**src/hdl/tlbfl_pkg.sv**
```systemverilog
// Package for the fully associative translation buffer.
// Holds operation codes, register indexes, default sizes and the
// controller/datapath command and status types. No dependencies.
package tlbfl_pkg;

  // Default sizes handed to the top level parameters.
  localparam int DEF_ENTRIES    = 16;
  localparam int DEF_PAGE_BITS  = 20;
  localparam int DEF_FRAME_BITS = 20;

  // Operation field.
  localparam int OP_W = 2;
  typedef logic [OP_W-1:0] op_t;
  localparam op_t OP_LOOKUP = 2'd0;
  localparam op_t OP_INSERT = 2'd1;
  localparam op_t OP_FLUSH  = 2'd2;

  // Configuration port.
  localparam int CFG_W     = 5;
  localparam int CFG_IDX_W = 1;
  localparam logic [CFG_IDX_W-1:0] REG_ENTRIES_IN_USE = 1'd0;
  localparam logic [CFG_IDX_W-1:0] REG_POLICY         = 1'd1;
  localparam logic [CFG_W-1:0]     RESET_ENTRIES_IN_USE = 5'd16;

  // Replacement policy codes.
  localparam logic POLICY_FIFO = 1'b0;
  localparam logic POLICY_LRU  = 1'b1;

  // Which slot an insert writes.
  typedef logic [1:0] wr_kind_t;
  localparam wr_kind_t WR_HIT    = 2'd0;
  localparam wr_kind_t WR_APPEND = 2'd1;
  localparam wr_kind_t WR_FIFO   = 2'd2;
  localparam wr_kind_t WR_LRU    = 2'd3;

  // Commands from the controller to the datapath.
  typedef struct packed {
    logic     load_item;
    logic     compare;
    logic     read_frame;
    logic     touch;
    logic     write;
    wr_kind_t wr_kind;
    logic     flush;
    logic     scan_start;
    logic     scan_step;
    logic     load_result;
  } tlbfl_cmd_t;

  // Status from the datapath to the controller.
  typedef struct packed {
    op_t  op;
    logic hit_any;
    logic has_room;
    logic policy_lru;
    logic scan_done;
    logic out_free;
  } tlbfl_status_t;

endpackage

```
**src/hdl/tlbfl_in_if.sv**
```systemverilog
// Input channel of the translation buffer: op, page and frame.
// Depends on tlbfl_pkg for the operation width.
interface tlbfl_in_if #(
  parameter int PAGE_BITS  = 20,
  parameter int FRAME_BITS = 20
);
  import tlbfl_pkg::*;

  logic                  valid;
  logic                  ready;
  op_t                   op;
  logic [PAGE_BITS-1:0]  page;
  logic [FRAME_BITS-1:0] frame;

  modport source (output valid, op, page, frame, input ready);
  modport sink   (input valid, op, page, frame, output ready);
endinterface

```
**src/hdl/tlbfl_out_if.sv**
```systemverilog
// Result channel of the translation buffer: hit flag and frame.
// No dependencies.
interface tlbfl_out_if #(
  parameter int FRAME_BITS = 20
);
  logic                  valid;
  logic                  ready;
  logic                  hit;
  logic [FRAME_BITS-1:0] frame_out;

  modport source (output valid, hit, frame_out, input ready);
  modport sink   (input valid, hit, frame_out, output ready);
endinterface

```
**src/hdl/tlb_fifo_lru_unit.sv**
```systemverilog
// Top level of the fully associative translation buffer with FIFO or LRU
// replacement. Depends on tlbfl_pkg, tlbfl_in_if, tlbfl_out_if,
// tlbfl_ctrl and tlbfl_datapath.
//
//   Channel  Direction  Word
//   in_if    sink       op, page, frame
//   out_if   source     hit, frame_out
//   cfg_*    input      write enable, register index, data
//
// Every word passes from acceptance to the next acceptance through latch,
// tag compare, decide and result. An LRU eviction adds a stamp scan of
// filled entries, one stamp memory read per cycle. Reset is synchronous
// and empties the table.
// The result sits in an output register, so a new word is taken while the
// previous result still waits; the block stalls only when that register
// is still full at the end of the next item.
module tlb_fifo_lru_unit #(
  parameter int ENTRIES    = tlbfl_pkg::DEF_ENTRIES,
  parameter int PAGE_BITS  = tlbfl_pkg::DEF_PAGE_BITS,
  parameter int FRAME_BITS = tlbfl_pkg::DEF_FRAME_BITS
) (
  input  logic                            clk,
  input  logic                            rst_n,
  tlbfl_in_if.sink                        in_if,
  tlbfl_out_if.source                     out_if,
  input  logic                            cfg_we,
  input  logic [tlbfl_pkg::CFG_IDX_W-1:0] cfg_idx,
  input  logic [tlbfl_pkg::CFG_W-1:0]     cfg_wdata
);
  import tlbfl_pkg::*;

  tlbfl_cmd_t    cmd;
  tlbfl_status_t status;

  // Sequencer.
  tlbfl_ctrl u_ctrl (
    .clk      (clk),
    .rst_n    (rst_n),
    .in_valid (in_if.valid),
    .in_ready (in_if.ready),
    .status   (status),
    .cmd      (cmd)
  );

  // Table, counters and output register.
  tlbfl_datapath #(
    .ENTRIES    (ENTRIES),
    .PAGE_BITS  (PAGE_BITS),
    .FRAME_BITS (FRAME_BITS)
  ) u_datapath (
    .clk        (clk),
    .rst_n      (rst_n),
    .cmd        (cmd),
    .status     (status),
    .item_op    (in_if.op),
    .item_page  (in_if.page),
    .item_frame (in_if.frame),
    .cfg_we     (cfg_we),
    .cfg_idx    (cfg_idx),
    .cfg_wdata  (cfg_wdata),
    .res_valid  (out_if.valid),
    .res_ready  (out_if.ready),
    .res_hit    (out_if.hit),
    .res_frame  (out_if.frame_out)
  );

endmodule

```
**src/hdl/tlbfl_datapath.sv**
```systemverilog
// Datapath of the translation buffer: tag row, frame and stamp memories,
// ring pointers, use counter, LRU scan and the output register.
// Depends on tlbfl_pkg.
module tlbfl_datapath #(
  parameter int ENTRIES    = 16,
  parameter int PAGE_BITS  = 20,
  parameter int FRAME_BITS = 20
) (
  input  logic                           clk,
  input  logic                           rst_n,
  input  tlbfl_pkg::tlbfl_cmd_t          cmd,
  output tlbfl_pkg::tlbfl_status_t       status,
  input  tlbfl_pkg::op_t                 item_op,
  input  logic [PAGE_BITS-1:0]           item_page,
  input  logic [FRAME_BITS-1:0]          item_frame,
  input  logic                           cfg_we,
  input  logic [tlbfl_pkg::CFG_IDX_W-1:0] cfg_idx,
  input  logic [tlbfl_pkg::CFG_W-1:0]    cfg_wdata,
  output logic                           res_valid,
  input  logic                           res_ready,
  output logic                           res_hit,
  output logic [FRAME_BITS-1:0]          res_frame
);
  import tlbfl_pkg::*;

  localparam int SLOT_W  = $clog2(ENTRIES);
  localparam int CNT_W   = $clog2(ENTRIES + 1);
  localparam int SUM_W   = CNT_W + 1;
  localparam int CAP_W   = (CNT_W > CFG_W) ? CNT_W : CFG_W;
  localparam int STAMP_W = 32;

  typedef logic [SLOT_W-1:0] slot_t;
  typedef logic [CNT_W-1:0]  cnt_t;

  // Slot at a given position of the insertion ring.
  function automatic slot_t ring_slot(input slot_t base, input cnt_t pos);
    logic [SUM_W-1:0] sum;
    sum = SUM_W'(base) + SUM_W'(pos);
    if (sum >= SUM_W'(ENTRIES)) begin
      sum = sum - SUM_W'(ENTRIES);
    end
    return sum[SLOT_W-1:0];
  endfunction

  // Latched item.
  op_t                   op_r;
  logic [PAGE_BITS-1:0]  page_r;
  logic [FRAME_BITS-1:0] frame_in_r;

  // Table storage.
  logic [PAGE_BITS-1:0]  tag_r      [ENTRIES];
  logic [FRAME_BITS-1:0] frame_mem  [ENTRIES];
  logic [STAMP_W-1:0]    stamp_mem  [ENTRIES];
  logic [FRAME_BITS-1:0] frame_q;
  logic [STAMP_W-1:0]    stamp_q;

  // Ring and counter state.
  cnt_t               filled_r;
  slot_t              oldest_r;
  logic [STAMP_W-1:0] counter_r;

  // Configuration.
  logic [CFG_W-1:0] eiu_r;
  logic             policy_r;

  // Match results.
  logic [ENTRIES-1:0] filled_mask;
  logic [ENTRIES-1:0] hit_vec_r;
  slot_t              hit_slot;
  logic               hit_any;

  // LRU scan.
  cnt_t               scan_rd_pos_r;
  cnt_t               proc_cnt_r;
  logic               scan_first_r;
  slot_t              best_slot_r;
  logic [STAMP_W-1:0] best_stamp_r;
  slot_t              rd_slot_q;
  logic               rd_vld_q;
  slot_t              scan_addr;

  // Output register.
  logic                  out_valid_r;
  logic                  out_hit_r;
  logic [FRAME_BITS-1:0] out_frame_r;

  // Write addressing.
  slot_t              append_slot;
  slot_t              wr_slot;
  slot_t              stamp_wr_slot;
  logic               stamp_we;
  logic [CAP_W-1:0]   capacity;

  // Slots inside the ring window count as filled.
  always_comb begin
    for (int s = 0; s < ENTRIES; s++) begin
      logic [SUM_W-1:0] span;
      if (SLOT_W'(s) >= oldest_r) begin
        span = SUM_W'(s) - SUM_W'(oldest_r);
      end else begin
        span = SUM_W'(s) + SUM_W'(ENTRIES) - SUM_W'(oldest_r);
      end
      filled_mask[s] = span < SUM_W'(filled_r);
    end
  end

  // Encode the matching slot; at most one filled entry holds a page.
  always_comb begin
    hit_slot = '0;
    for (int s = 0; s < ENTRIES; s++) begin
      if (hit_vec_r[s]) begin
        hit_slot = hit_slot | SLOT_W'(s);
      end
    end
  end
  assign hit_any = |hit_vec_r;

  // Capacity is the register clamped to between one and the table size.
  always_comb begin
    if (eiu_r == '0) begin
      capacity = CAP_W'(1);
    end else if (CAP_W'(eiu_r) > CAP_W'(ENTRIES)) begin
      capacity = CAP_W'(ENTRIES);
    end else begin
      capacity = CAP_W'(eiu_r);
    end
  end

  assign append_slot = ring_slot(oldest_r, filled_r);
  assign scan_addr   = ring_slot(oldest_r, scan_rd_pos_r);

  always_comb begin
    unique case (cmd.wr_kind)
      WR_HIT:    wr_slot = hit_slot;
      WR_APPEND: wr_slot = append_slot;
      WR_FIFO:   wr_slot = append_slot;
      WR_LRU:    wr_slot = best_slot_r;
      default:   wr_slot = append_slot;
    endcase
  end

  assign stamp_we      = cmd.write || cmd.touch;
  assign stamp_wr_slot = cmd.write ? wr_slot : hit_slot;

  // Status toward the controller.
  assign status.op         = op_r;
  assign status.hit_any    = hit_any;
  assign status.has_room   = CAP_W'(filled_r) < capacity;
  assign status.policy_lru = policy_r == POLICY_LRU;
  assign status.scan_done  = proc_cnt_r == filled_r;
  assign status.out_free   = !out_valid_r || res_ready;

  // Item latch and tag compare.
  always_ff @(posedge clk) begin
    if (cmd.load_item) begin
      op_r       <= item_op;
      page_r     <= item_page;
      frame_in_r <= item_frame;
    end
    if (cmd.compare) begin
      for (int s = 0; s < ENTRIES; s++) begin
        hit_vec_r[s] <= filled_mask[s] && (tag_r[s] == page_r);
      end
    end
  end

  // Tag row: written at one slot, compared everywhere.
  always_ff @(posedge clk) begin
    if (cmd.write) begin
      tag_r[wr_slot] <= page_r;
    end
  end

  // Frame memory with registered read.
  always_ff @(posedge clk) begin
    if (cmd.write) begin
      frame_mem[wr_slot] <= frame_in_r;
    end
    if (cmd.read_frame) begin
      frame_q <= frame_mem[hit_slot];
    end
  end

  // Stamp memory with registered read for the scan.
  always_ff @(posedge clk) begin
    if (stamp_we) begin
      stamp_mem[stamp_wr_slot] <= counter_r;
    end
    stamp_q <= stamp_mem[scan_addr];
  end

  // Ring pointers, use counter and configuration.
  always_ff @(posedge clk) begin
    if (!rst_n) begin
      filled_r  <= '0;
      oldest_r  <= '0;
      counter_r <= '0;
      eiu_r     <= RESET_ENTRIES_IN_USE;
      policy_r  <= POLICY_FIFO;
    end else begin
      if (cfg_we) begin
        if (cfg_idx == REG_ENTRIES_IN_USE) begin
          eiu_r <= cfg_wdata;
        end else if (cfg_idx == REG_POLICY) begin
          policy_r <= cfg_wdata[0];
        end
      end
      if (cmd.flush) begin
        filled_r  <= '0;
        oldest_r  <= '0;
        counter_r <= '0;
      end else begin
        if (stamp_we) begin
          counter_r <= counter_r + STAMP_W'(1);
        end
        if (cmd.write && cmd.wr_kind == WR_APPEND) begin
          filled_r <= filled_r + CNT_W'(1);
        end
        if (cmd.write && cmd.wr_kind == WR_FIFO) begin
          oldest_r <= ring_slot(oldest_r, CNT_W'(1));
        end
      end
    end
  end

  // LRU scan: one stamp read per cycle in ring order, latest tie wins.
  always_ff @(posedge clk) begin
    if (!rst_n) begin
      rd_vld_q      <= 1'b0;
      scan_rd_pos_r <= '0;
      proc_cnt_r    <= '0;
      scan_first_r  <= 1'b1;
    end else if (cmd.scan_start) begin
      rd_vld_q      <= 1'b0;
      scan_rd_pos_r <= '0;
      proc_cnt_r    <= '0;
      scan_first_r  <= 1'b1;
    end else if (cmd.scan_step) begin
      if (scan_rd_pos_r < filled_r) begin
        rd_vld_q      <= 1'b1;
        rd_slot_q     <= scan_addr;
        scan_rd_pos_r <= scan_rd_pos_r + CNT_W'(1);
      end else begin
        rd_vld_q <= 1'b0;
      end
      if (rd_vld_q) begin
        proc_cnt_r   <= proc_cnt_r + CNT_W'(1);
        scan_first_r <= 1'b0;
        if (scan_first_r || !(best_stamp_r < stamp_q)) begin
          best_slot_r  <= rd_slot_q;
          best_stamp_r <= stamp_q;
        end
      end
    end
  end

  // Output register, freed as the word is taken.
  always_ff @(posedge clk) begin
    if (!rst_n) begin
      out_valid_r <= 1'b0;
    end else if (cmd.load_result) begin
      out_valid_r <= 1'b1;
    end else if (res_ready) begin
      out_valid_r <= 1'b0;
    end
  end

  always_ff @(posedge clk) begin
    if (cmd.load_result) begin
      out_hit_r   <= (op_r == OP_LOOKUP) && hit_any;
      out_frame_r <= ((op_r == OP_LOOKUP) && hit_any) ? frame_q : '0;
    end
  end

  assign res_valid = out_valid_r;
  assign res_hit   = out_hit_r;
  assign res_frame = out_frame_r;

endmodule

```
**src/hdl/tlbfl_ctrl.sv**
```systemverilog
// Controller of the translation buffer: sequences compare, decide,
// LRU scan and result load. Depends on tlbfl_pkg.
module tlbfl_ctrl (
  input  logic                     clk,
  input  logic                     rst_n,
  input  logic                     in_valid,
  output logic                     in_ready,
  input  tlbfl_pkg::tlbfl_status_t status,
  output tlbfl_pkg::tlbfl_cmd_t    cmd
);
  import tlbfl_pkg::*;

  localparam logic [2:0] S_IDLE   = 3'd0;
  localparam logic [2:0] S_MATCH  = 3'd1;
  localparam logic [2:0] S_DECIDE = 3'd2;
  localparam logic [2:0] S_SCAN   = 3'd3;
  localparam logic [2:0] S_RESULT = 3'd4;

  logic [2:0] state_r;
  logic [2:0] state_nxt;

  // Next state and command decode.
  always_comb begin
    state_nxt = state_r;
    cmd       = '0;
    in_ready  = 1'b0;
    unique case (state_r)
      S_IDLE: begin
        in_ready = 1'b1;
        if (in_valid) begin
          cmd.load_item = 1'b1;
          state_nxt     = S_MATCH;
        end
      end
      S_MATCH: begin
        cmd.compare = 1'b1;
        state_nxt   = S_DECIDE;
      end
      S_DECIDE: begin
        state_nxt = S_RESULT;
        if (status.op == OP_LOOKUP) begin
          cmd.read_frame = 1'b1;
          cmd.touch      = status.hit_any;
        end else if (status.op == OP_INSERT) begin
          priority if (status.hit_any) begin
            cmd.write   = 1'b1;
            cmd.wr_kind = WR_HIT;
          end else if (status.has_room) begin
            cmd.write   = 1'b1;
            cmd.wr_kind = WR_APPEND;
          end else if (!status.policy_lru) begin
            cmd.write   = 1'b1;
            cmd.wr_kind = WR_FIFO;
          end else begin
            cmd.scan_start = 1'b1;
            state_nxt      = S_SCAN;
          end
        end else if (status.op == OP_FLUSH) begin
          cmd.flush = 1'b1;
        end
      end
      S_SCAN: begin
        if (status.scan_done) begin
          cmd.write   = 1'b1;
          cmd.wr_kind = WR_LRU;
          state_nxt   = S_RESULT;
        end else begin
          cmd.scan_step = 1'b1;
        end
      end
      S_RESULT: begin
        if (status.out_free) begin
          cmd.load_result = 1'b1;
          state_nxt       = S_IDLE;
        end
      end
      default: begin
        state_nxt = S_IDLE;
      end
    endcase
  end

  // State register.
  always_ff @(posedge clk) begin
    if (!rst_n) begin
      state_r <= S_IDLE;
    end else begin
      state_r <= state_nxt;
    end
  end

endmodule

```
**src/flat_wrapper.sv**
```systemverilog
// flat-port wrapper written by rule: the top's interface ports become plain ports
module tlb_fifo_lru_unit_flat import tlbfl_pkg::*;
#(
  parameter int ENTRIES    = tlbfl_pkg::DEF_ENTRIES,
  parameter int PAGE_BITS  = tlbfl_pkg::DEF_PAGE_BITS,
  parameter int FRAME_BITS = tlbfl_pkg::DEF_FRAME_BITS
)
  (clk, rst_n, cfg_we, cfg_idx, cfg_wdata, in_if_valid, in_if_op, in_if_page, in_if_frame, in_if_ready, out_if_valid, out_if_hit, out_if_frame_out, out_if_ready);
  tlbfl_in_if #(.PAGE_BITS(PAGE_BITS), .FRAME_BITS(FRAME_BITS)) in_if_i ();
  tlbfl_out_if #(.FRAME_BITS(FRAME_BITS)) out_if_i ();
  input  logic clk;
  input  logic rst_n;
  input  logic cfg_we;
  input  logic [tlbfl_pkg::CFG_IDX_W-1:0] cfg_idx;
  input  logic [tlbfl_pkg::CFG_W-1:0] cfg_wdata;
  input wire logic [$bits(in_if_i.valid)-1:0] in_if_valid;
  input wire logic [$bits(in_if_i.op)-1:0] in_if_op;
  input wire logic [$bits(in_if_i.page)-1:0] in_if_page;
  input wire logic [$bits(in_if_i.frame)-1:0] in_if_frame;
  output wire logic [$bits(in_if_i.ready)-1:0] in_if_ready;
  output wire logic [$bits(out_if_i.valid)-1:0] out_if_valid;
  output wire logic [$bits(out_if_i.hit)-1:0] out_if_hit;
  output wire logic [$bits(out_if_i.frame_out)-1:0] out_if_frame_out;
  input wire logic [$bits(out_if_i.ready)-1:0] out_if_ready;
  assign in_if_i.valid = in_if_valid;
  assign in_if_i.op = in_if_op;
  assign in_if_i.page = in_if_page;
  assign in_if_i.frame = in_if_frame;
  assign in_if_ready = in_if_i.ready;
  assign out_if_valid = out_if_i.valid;
  assign out_if_hit = out_if_i.hit;
  assign out_if_frame_out = out_if_i.frame_out;
  assign out_if_i.ready = out_if_ready;
  tlb_fifo_lru_unit #(.ENTRIES(ENTRIES), .PAGE_BITS(PAGE_BITS), .FRAME_BITS(FRAME_BITS)) u_core (.clk(clk), .rst_n(rst_n), .in_if(in_if_i), .out_if(out_if_i), .cfg_we(cfg_we), .cfg_idx(cfg_idx), .cfg_wdata(cfg_wdata));
endmodule
```
**config.mk**
```make
export PLATFORM = sky130hd
export DESIGN_NAME = tlb_fifo_lru_unit_flat
export DESIGN_NICKNAME = d
export VERILOG_FILES = /design/src/hdl/tlbfl_pkg.sv /design/src/hdl/tlbfl_in_if.sv /design/src/hdl/tlbfl_out_if.sv /design/src/hdl/tlb_fifo_lru_unit.sv /design/src/hdl/tlbfl_datapath.sv /design/src/hdl/tlbfl_ctrl.sv /design/src/flat_wrapper.sv
export SDC_FILE = /design/constraint.sdc
export NUM_CORES = 2
export LEC_CHECK = 0
export BUFFER_PORTS_ARGS = -buffer_cell sky130_fd_sc_hd__buf_4
export CORE_ASPECT_RATIO = 0.8
export CORE_MARGIN = 2
export CORE_UTILIZATION = 42
export CTS_CLUSTER_SIZE = 12
export DETAILED_ROUTE_END_ITERATION = 16
export GPL_TIMING_DRIVEN = 0
export SETUP_SLACK_MARGIN = 0.05
export SYNTH_ARGS = -nofsm -noshare
export SYNTH_HDL_FRONTEND = slang
export SYNTH_SLANG_ARGS = --single-unit
```
**constraint.sdc**
```tcl
create_clock -name clk -period 8.25 [get_ports clk]
set_clock_uncertainty 0.15 [all_clocks]
set_input_delay 0.4125 -clock clk [delete_from_list [all_inputs] [get_ports clk]]
set_output_delay 0.4125 -clock clk [all_outputs]
set_load 0.01 [all_outputs]
```
# == After elaboration in Yosys (flattened, before gate mapping) ==
# Memories as Yosys holds them, arrays and structs flattened. A register that Yosys moved wholly into a read port is not among the register bits.
# Cells that the tools add are included.
# word_totals
register_bits,182
ram_bits,1152
inputBits,53
output_inout_bits,23
wordCells,254
n_memories,3
# op_classes
addsub,42
order_cmp,39
n_eq_ne,29
muxes,78
bitwise,3
n_reduce_logical,40
# memory_table
name,depth,word_bits,read_ports,rd_ports_with_merged_regs,write_ports,line,rtl
u_core.u_datapath.stamp_mem,16,32,1,1,1,tlbfl_datapath.sv:53,logic [STAMP_W-1:0] stamp_mem [ENTRIES];
u_core.u_datapath.frame_mem,16,20,1,1,1,tlbfl_datapath.sv:52,logic [FRAME_BITS-1:0] frame_mem [ENTRIES];
u_core.u_datapath.tag_r,16,20,16,0,1,tlbfl_datapath.sv:51,logic [PAGE_BITS-1:0] tag_r [ENTRIES];
# op_table
cell,n
$eq 20x20->1,16
$lt 6x5->1,16
$mux 6,16
$sub 5x4->6 const A,16
$mux 3,17
$mux 4,12
$sub 4x4->5 const A,8
$add 32x1->32 const B,1
$ge 4x4->1 const A,8
$lt 32x32->1,1
$mux 1,22
$sub 3x4->5 const A,4
$logic_and 1x1->1,19
$ge 3x4->1 const A,4
$reduce_or 16->1,1
$add 5x1->5 const B,3
$mux 5,3
$pmux 3 s5,1
$add 4x5->6,2
$ge 6x5->1 const B,2
$pmux 4 s3,1
$sub 4x1->4 const B,3
$lt 5x5->1,2
$mux 2,5
28 further kinds,48

# == Longest topological paths before layout ==
# depth
ltp_word,17
mapped_depth,16
depth_no_buf,16

# == Modules after synthesis ==
# Synthesis repeated with hierarchy kept, for this count alone.
# hier_totals
hier_cells,3313
area_unflattened_um2,56043.8
# modules_own_cells
mod,n_inst,cells_each,area_per_inst_um2,seq_area_each_um2
tlbfl_datapath,1,3270,55718.4,40608.9
tlbfl_ctrl,1,43,325.3,60.1

# == Least setup slack after synthesis ==
# Ideal clock, no wire load.
# synth_timing
path_type,register to register
start,register u_core.u_datapath.eiu_r[4]
end,memory u_core.u_datapath.stamp_mem[6][0] (enable)
setup_ns,0.461
arrival_time_ns,5.108
t_required_ns,7.639
setup_slack_ns,2.531
stages_incl_launch_ff,17
synth_period_minus_slack_ns,5.719
cell_sequence,dfxtp_1 -> inv_1 -> nand2_1 -> ha_1 -> a21o_1 -> a21oi_1 -> o21ai_0 -> o21ai_0 -> inv_1 -> ha_1 -> clkbuf_1 -> a211oi_1 -> a21oi_1 -> or2_2 -> a21oi_1 -> a41oi_1 -> nor3_1
# synth_via
elab_chain_len,13
word_cells_on_any_way,20
cone_classes,order compare (2); eq/ne (3); mux (11); reduce/logical (4)
# synth_lines
element,line,rtl
"start, declared",tlbfl_datapath.sv:63,logic [CFG_W-1:0] eiu_r;
"start signal, assigned",tlbfl_datapath.sv:203,eiu_r <= cfg_wdata;
$gt 5x5->1,tlbfl_datapath.sv:122,end else if (CAP_W'(eiu_r) > CAP_W'(ENTRIES)) begin
$mux 5,tlbfl_datapath.sv:122,
$mux 5 *,tlbfl_datapath.sv:120,if (eiu_r == '0) begin
$lt 5x5->1 *,tlbfl_datapath.sv:148,assign status.has_room = CAP_W'(filled_r) < capacity;
$mux 3 *,tlbfl_ctrl.sv:48,end else if (status.has_room) begin
$mux 3 *,tlbfl_ctrl.sv:45,priority if (status.hit_any) begin
$mux 3 *,tlbfl_ctrl.sv:44,end else if (status.op == OP_INSERT) begin
$mux 5 *,tlbfl_ctrl.sv:41,if (status.op == OP_LOOKUP) begin
$pmux 3 s2 *,tlbfl_ctrl.sv:27,unique case (state_r)
$eq 2x1->1 or $eq 2x2->1 (tied branches),tlbfl_datapath.sv:133,unique case (cmd.wr_kind)
$reduce_or 2->1 (no source line),n/a,
$pmux 4 s3,tlbfl_datapath.sv:133,
$mux 4,tlbfl_datapath.sv:143,assign stamp_wr_slot = cmd.write ? wr_slot : hit_slot;
"end, declared",tlbfl_datapath.sv:53,
# Every way passes the cells marked *; elsewhere a longest branch is shown, timed or not.

# == Worst setup path after layout ==
# layout_timing
start,register u_core.u_datapath.hit_vec_r[9]
end,memory u_core.u_datapath.stamp_mem[6][20] (enable)
# layout_via
elab_chain_len,9
word_cells_on_any_way,24
cone_classes,eq/ne (3); mux (17); reduce/logical (4)
# layout_lines
element,line,rtl
"start, declared",tlbfl_datapath.sv:68,logic [ENTRIES-1:0] hit_vec_r;
"start signal, assigned by index",tlbfl_datapath.sv:162,hit_vec_r[s] <= filled_mask[s] && (tag_r[s] == page_r);
$reduce_or 16->1 or $mux 4 (tied branches),"tlbfl_datapath.sv:116, tlbfl_datapath.sv:111",
$mux 3 or $mux 4 (tied branches),"tlbfl_ctrl.sv:45, tlbfl_datapath.sv:111",
$mux 3 or $mux 4 (tied branches),"tlbfl_ctrl.sv:44, tlbfl_datapath.sv:111",
$mux 5 or $mux 4 (tied branches),"tlbfl_ctrl.sv:41, tlbfl_datapath.sv:111",
$pmux 3 s2 or $mux 4 (tied branches),"tlbfl_ctrl.sv:27, tlbfl_datapath.sv:111",
"$eq 2x1->1, or another cell as far along",tlbfl_datapath.sv:133,
$reduce_or 2->1 (no source line) or $mux 4 (tied branches),n/a,
$pmux 4 s3,tlbfl_datapath.sv:133,
$mux 4,tlbfl_datapath.sv:143,
# Parallel ways exist; a longest one is shown, timed or not.

==> summary.md <==
| Metric | Value |
|---|---|
| CP max stage cell | `nor3_2` |
| CTS max path bufs | `3` |
| Die W | `415 um` |
| Inst Count DP | `5,476` |
| Yosys reg bits | `1,386` |
| Largest net degree at the start of global routing | `33` |
| Sw frac | `21.4%` |
| Setup WS pre-CTS | `2.74 ns` |
| Die height | `332 um` |
| Top post-synthesis cells by area | `edfxtp_1, mux4_2, dfxtp_1` |
| Final Cycle Share | `68.5%` |
| Nets | `4,092` |
| Hold WS | `0.165 ns` |
| Sink Count | `1,386` |
| Crit path max-delay family | `simple AND/OR/NAND/NOR gates` |
| Syn avg cell area | `15.8 sq um` |
| Critical Path, Cell by Cell | `nor4_1 > and4_1 > clkbuf_1 > nand2_1 > o21ai_0 > inv_1 > ha_1 > clkbuf_1 > a211oi_1 > a21oi_1 > or2_2 > a21oi_1 > a41oi_1 > nor3_2 > buf_6 > buf_8 > buf_6` |
| All-Layer GR Usage | `20.8%` |
| Final Setup Violations | `0` |
| VDD IR-drop max | `0.208 mV` |
| Worst skew pair latency | `0.78 ns` |
| Worst Path Max Fanout | `10` |
| Worst slew pin tran | `1.51 ns` |
| Main flop type after synthesis | `edfxtp_1` |
| Clock-pin slew on the worst setup and hold paths | `0.06 ns` |
| Hold Path Class | `in -> reg` |
| Area of the mapped netlist | `56,600 sq um` |
| RSZ-0062 raised after global routing | `no` |
| Max_cap viols | `2` |
| Mapped Cells | `3,580` |
| Total grt overflow | `0` |
| CTS tree | `built` |
| Routability cong. | `0.867` |
| Crit Path Class | `reg -> reg` |
| NetSw | `0.00306 W` |
| CP Capture Type | `flip-flop` |
| Drt pass-1 iters | `7` |
| DR vias/cell | `5.47` |
| # port buffers | `75` |
| Starting DRC count in detailed routing | `3,630` |
| Die Area | `138,000 sq um` |
| DP HPWL | `93,300 um` |
| Post-route ant nets | `0` |
| Vias in the first global route | `30,900` |
| Total negative slack | `0 ns` |
| Top cell type by total area after synthesis | `edfxtp_1` |
| Global-route wire length before repair | `210,000 um` |
| CP bufs+invs | `6` |
| PnR worst setup slack | `2.60 ns` |
| Antenna violations before repair | `4` |
| Post CTS Setup Buffer Count | `0` |
| Relative slew slack | `-3.00%` |
| Antenna Cells | `0` |
| Flop pwr share | `54.4%` |
| YS warnings | `0` |
| Yosys top cell area share | `68.5%` |
| Number of gates resized after CTS | `0` |
| Register area share after synthesis | `71.8%` |
| Minimum clock period after layout | `5.65 ns` |
| Clock root cell | `clkbuf_16` |
| Detailed-route via count | `31,600` |
| Cell Pwr Density | `218 nW/um^2` |
| Pleak | `20.2 nW` |
| Async SR Flop Fraction | `0%` |
| Share of cells above drive strength 1 | `12.7%` |
| Pins Over Slew Limit | `2` |
| Filler cells | `11,100` |
| Critical Path Max Stage Delay | `0.80 ns` |
| P_int | `0.0112 W` |
| Non-Filler Instances | `5,777` |
| Worst EP arrival | `5.97 ns` |
| Post-synth EDFFs | `1,291` |
| Distinct cells, synth | `71` |
| Residual DRC | `0` |
| Clock network power share | `43.4%` |
| Failing checks | `max-capacitance violations, max-slew violations` |
| Worst setup SP type | `flip-flop` |
| Hold Violations, Final | `0` |
| Total Routed Length | `143,000 um` |
| Fmax achieved | `177 MHz` |
| Drt wl/cell | `24.8 um` |
| H-tree depth | `4` |
| Rows | `120` |
| Comb pwr share | `2.2%` |
| Core Box Area | `134,000 sq um` |
| CP required | `8.57 ns` |
| Area grow syn2layout | `15.7%` |
| Starting Density | `42.3%` |
| Number of CTS-inserted buffers | `144` |
| Status | `complete, but fails checks` |
| Io pins | `76` |
## power groups by stage
stage               logic, W  clock network (W)  registers, W
floorplan           0.000176                  0       0.00786
global placement    0.000288                  0       0.00793
detailed placement  0.000296                  0       0.00792
CTS                 0.000318            0.00629       0.00778
global route        0.000339            0.00656       0.00778
finish              0.000316            0.00619       0.00778
## cells by family (layout without fill, tap and decap cells)
logic type | after synthesis | count (layout) | share of synthesized area [%]
flops | 1386 | 1386 | 71.8
simple gates | 981 | 981 | 8.49
xor+xnor | 367 | 367 | 5.68
compound gates | 282 | 282 | 3.39
buf+inv | 257 | 683 | 1.76
mux | 172 | 172 | 5.87
fa+ha+maj | 133 | 133 | 2.98
other cells | 2 | 4 | 0.0133
## cell usage after synthesis (all sizes together) (37+ instances only)
| cell | n |
|---|---|
| nor2 | 94 |
| buf | 37 |
| nand2 | 387 |
| clkbuf | 137 |
| mux4 | 128 |
| and3 | 48 |
| ha | 130 |
| a21oi | 78 |
| a211oi | 38 |
| nor4 | 58 |
| a311oi | 41 |
| xor2 | 160 |
| nand4 | 62 |
| dfxtp | 95 |
| edfxtp | 1291 |
| inv | 82 |
| xnor2 | 207 |
| nor3 | 61 |
| nand3 | 148 |
| mux2i | 44 |
| nor2b | 52 |
## worst reg2reg max path, cell delays in order (launching register included)
cell and delay, ns:
edfxtp_1 0.40, nor4_1 0.47, and4_1 0.27, clkbuf_1 0.29, nand2_1 0.13, o21ai_0 0.41
inv_1 0.13, ha_1 0.24, clkbuf_1 0.21, a211oi_1 0.33, a21oi_1 0.12, or2_2 0.45
a21oi_1 0.15, a41oi_1 0.19, nor3_2 0.80, buf_6 0.25, buf_8 0.16, buf_6 0.17
## path summary, 6_finish.rpt
path	cells past startpoint	from	slack, ns	to
setup / recovery	17	u_core.u_datapath.hit_vec_r[9]$_DFFE_PP_	2.60	u_core.u_datapath.stamp_mem[6][20]$_DFFE_PP_
hold / removal	5	cfg_idx	0.17	u_core.u_datapath.eiu_r[3]$_SDFFE_PN0P_
setup reg to reg	17	u_core.u_datapath.hit_vec_r[9]$_DFFE_PP_	2.60	u_core.u_datapath.stamp_mem[6][20]$_DFFE_PP_
hold reg to reg	0	u_core.u_datapath.rd_slot_q[1]$_DFFE_PP_	0.25	u_core.u_datapath.best_slot_r[1]$_DFFE_PP_
## cell usage in the layout, fill, tap and decap left out, types with 24 or more instances in the layout
| master | Yosys | layout |
|---|---|---|
| edfxtp_1 | 1291 | 1291 |
| nand2_1 | 387 | 387 |
| xnor2_1 | 207 | 207 |
| clkbuf_1 | 137 | 196 |
| xor2_1 | 160 | 160 |
| nand3_1 | 148 | 148 |
| clkbuf_16 | 0 | 144 |
| ha_1 | 130 | 130 |
| mux4_2 | 128 | 128 |
| dfxtp_1 | 95 | 95 |
| inv_1 | 81 | 81 |
| a21oi_1 | 77 | 77 |
| buf_4 | 0 | 75 |
| nor2_1 | 94 | 69 |
| nand4_1 | 62 | 62 |
| nor3_1 | 59 | 55 |
| dlygate4sd3_1 | 0 | 53 |
| nor4_1 | 50 | 50 |
| nor2b_1 | 52 | 48 |
| and3_1 | 48 | 48 |
| mux2i_1 | 44 | 44 |
| a311oi_1 | 41 | 40 |
| a211oi_1 | 38 | 38 |
| a21o_1 | 28 | 28 |
| o21ai_0 | 27 | 27 |
| and2_1 | 28 | 27 |
| buf_12 | 0 | 27 |
| nor2_4 | 0 | 24 |
## sequential cells by signal (all words and copies together), names as in the netlist, 5 cells and up
register                         flops
u_core.u_datapath.filled_r           5
u_core.u_datapath.counter_r         32
u_core.u_datapath.page_r            20
u_core.u_datapath.proc_cnt_r         5
u_core.u_datapath.res_frame         20
u_core.u_datapath.scan_rd_pos_r      5
u_core.u_datapath.eiu_r              5
u_core.u_datapath.stamp_q           32
u_core.u_datapath.best_stamp_r      32
u_core.u_datapath.stamp_mem        512
u_core.u_datapath.frame_q           20
u_core.u_datapath.tag_r            320
u_core.u_datapath.hit_vec_r         16
u_core.u_datapath.frame_mem        320
u_core.u_datapath.frame_in_r        20
## area by class of cell
class | instances | area, sq um | area share, %
multi-input cells | 1939 | 15200 | 23.2
clock inverters | 40 | 558 | 0.852
flip-flops and latches | 1386 | 40700 | 62.1
repair buffers | 178 | 1960 | 2.99
plain buffers | 174 | 687 | 1.05
clock buffers | 208 | 3890 | 5.94
well taps | 1769 | 2210 | 3.38
inverters | 83 | 312 | 0.476
## repair_timing
item / in CTS / in global routing
hold buffers: 53 / 0
endpoints found under the setup margin: 0 / 0
hold endpoints to repair: 54 / 0
## layer usage
layer	track usage (%)	part of all wire, %	vias up
met5	0	0	-
met4	4.60	1.6	0
met3	3.37	7.1	150
met2	30.8	44	1128
met1	32.2	47	16100
li1	-	-	14200
## per-stage QoR
step	utilization (%)	total power, W	instance area [sq um]
3_5_place_dp	45.2	0.00822	60500
4_1_cts	49.0	0.0144	65500
5_1_grt	49.0	0.0147	65500
6_report	49.0	0.0143	65500
2_1_floorplan	-	0.00804	56600
3_3_place_gp	44.4	0.00821	59400
No activity file was read; power rests on OpenSTA's default activity.
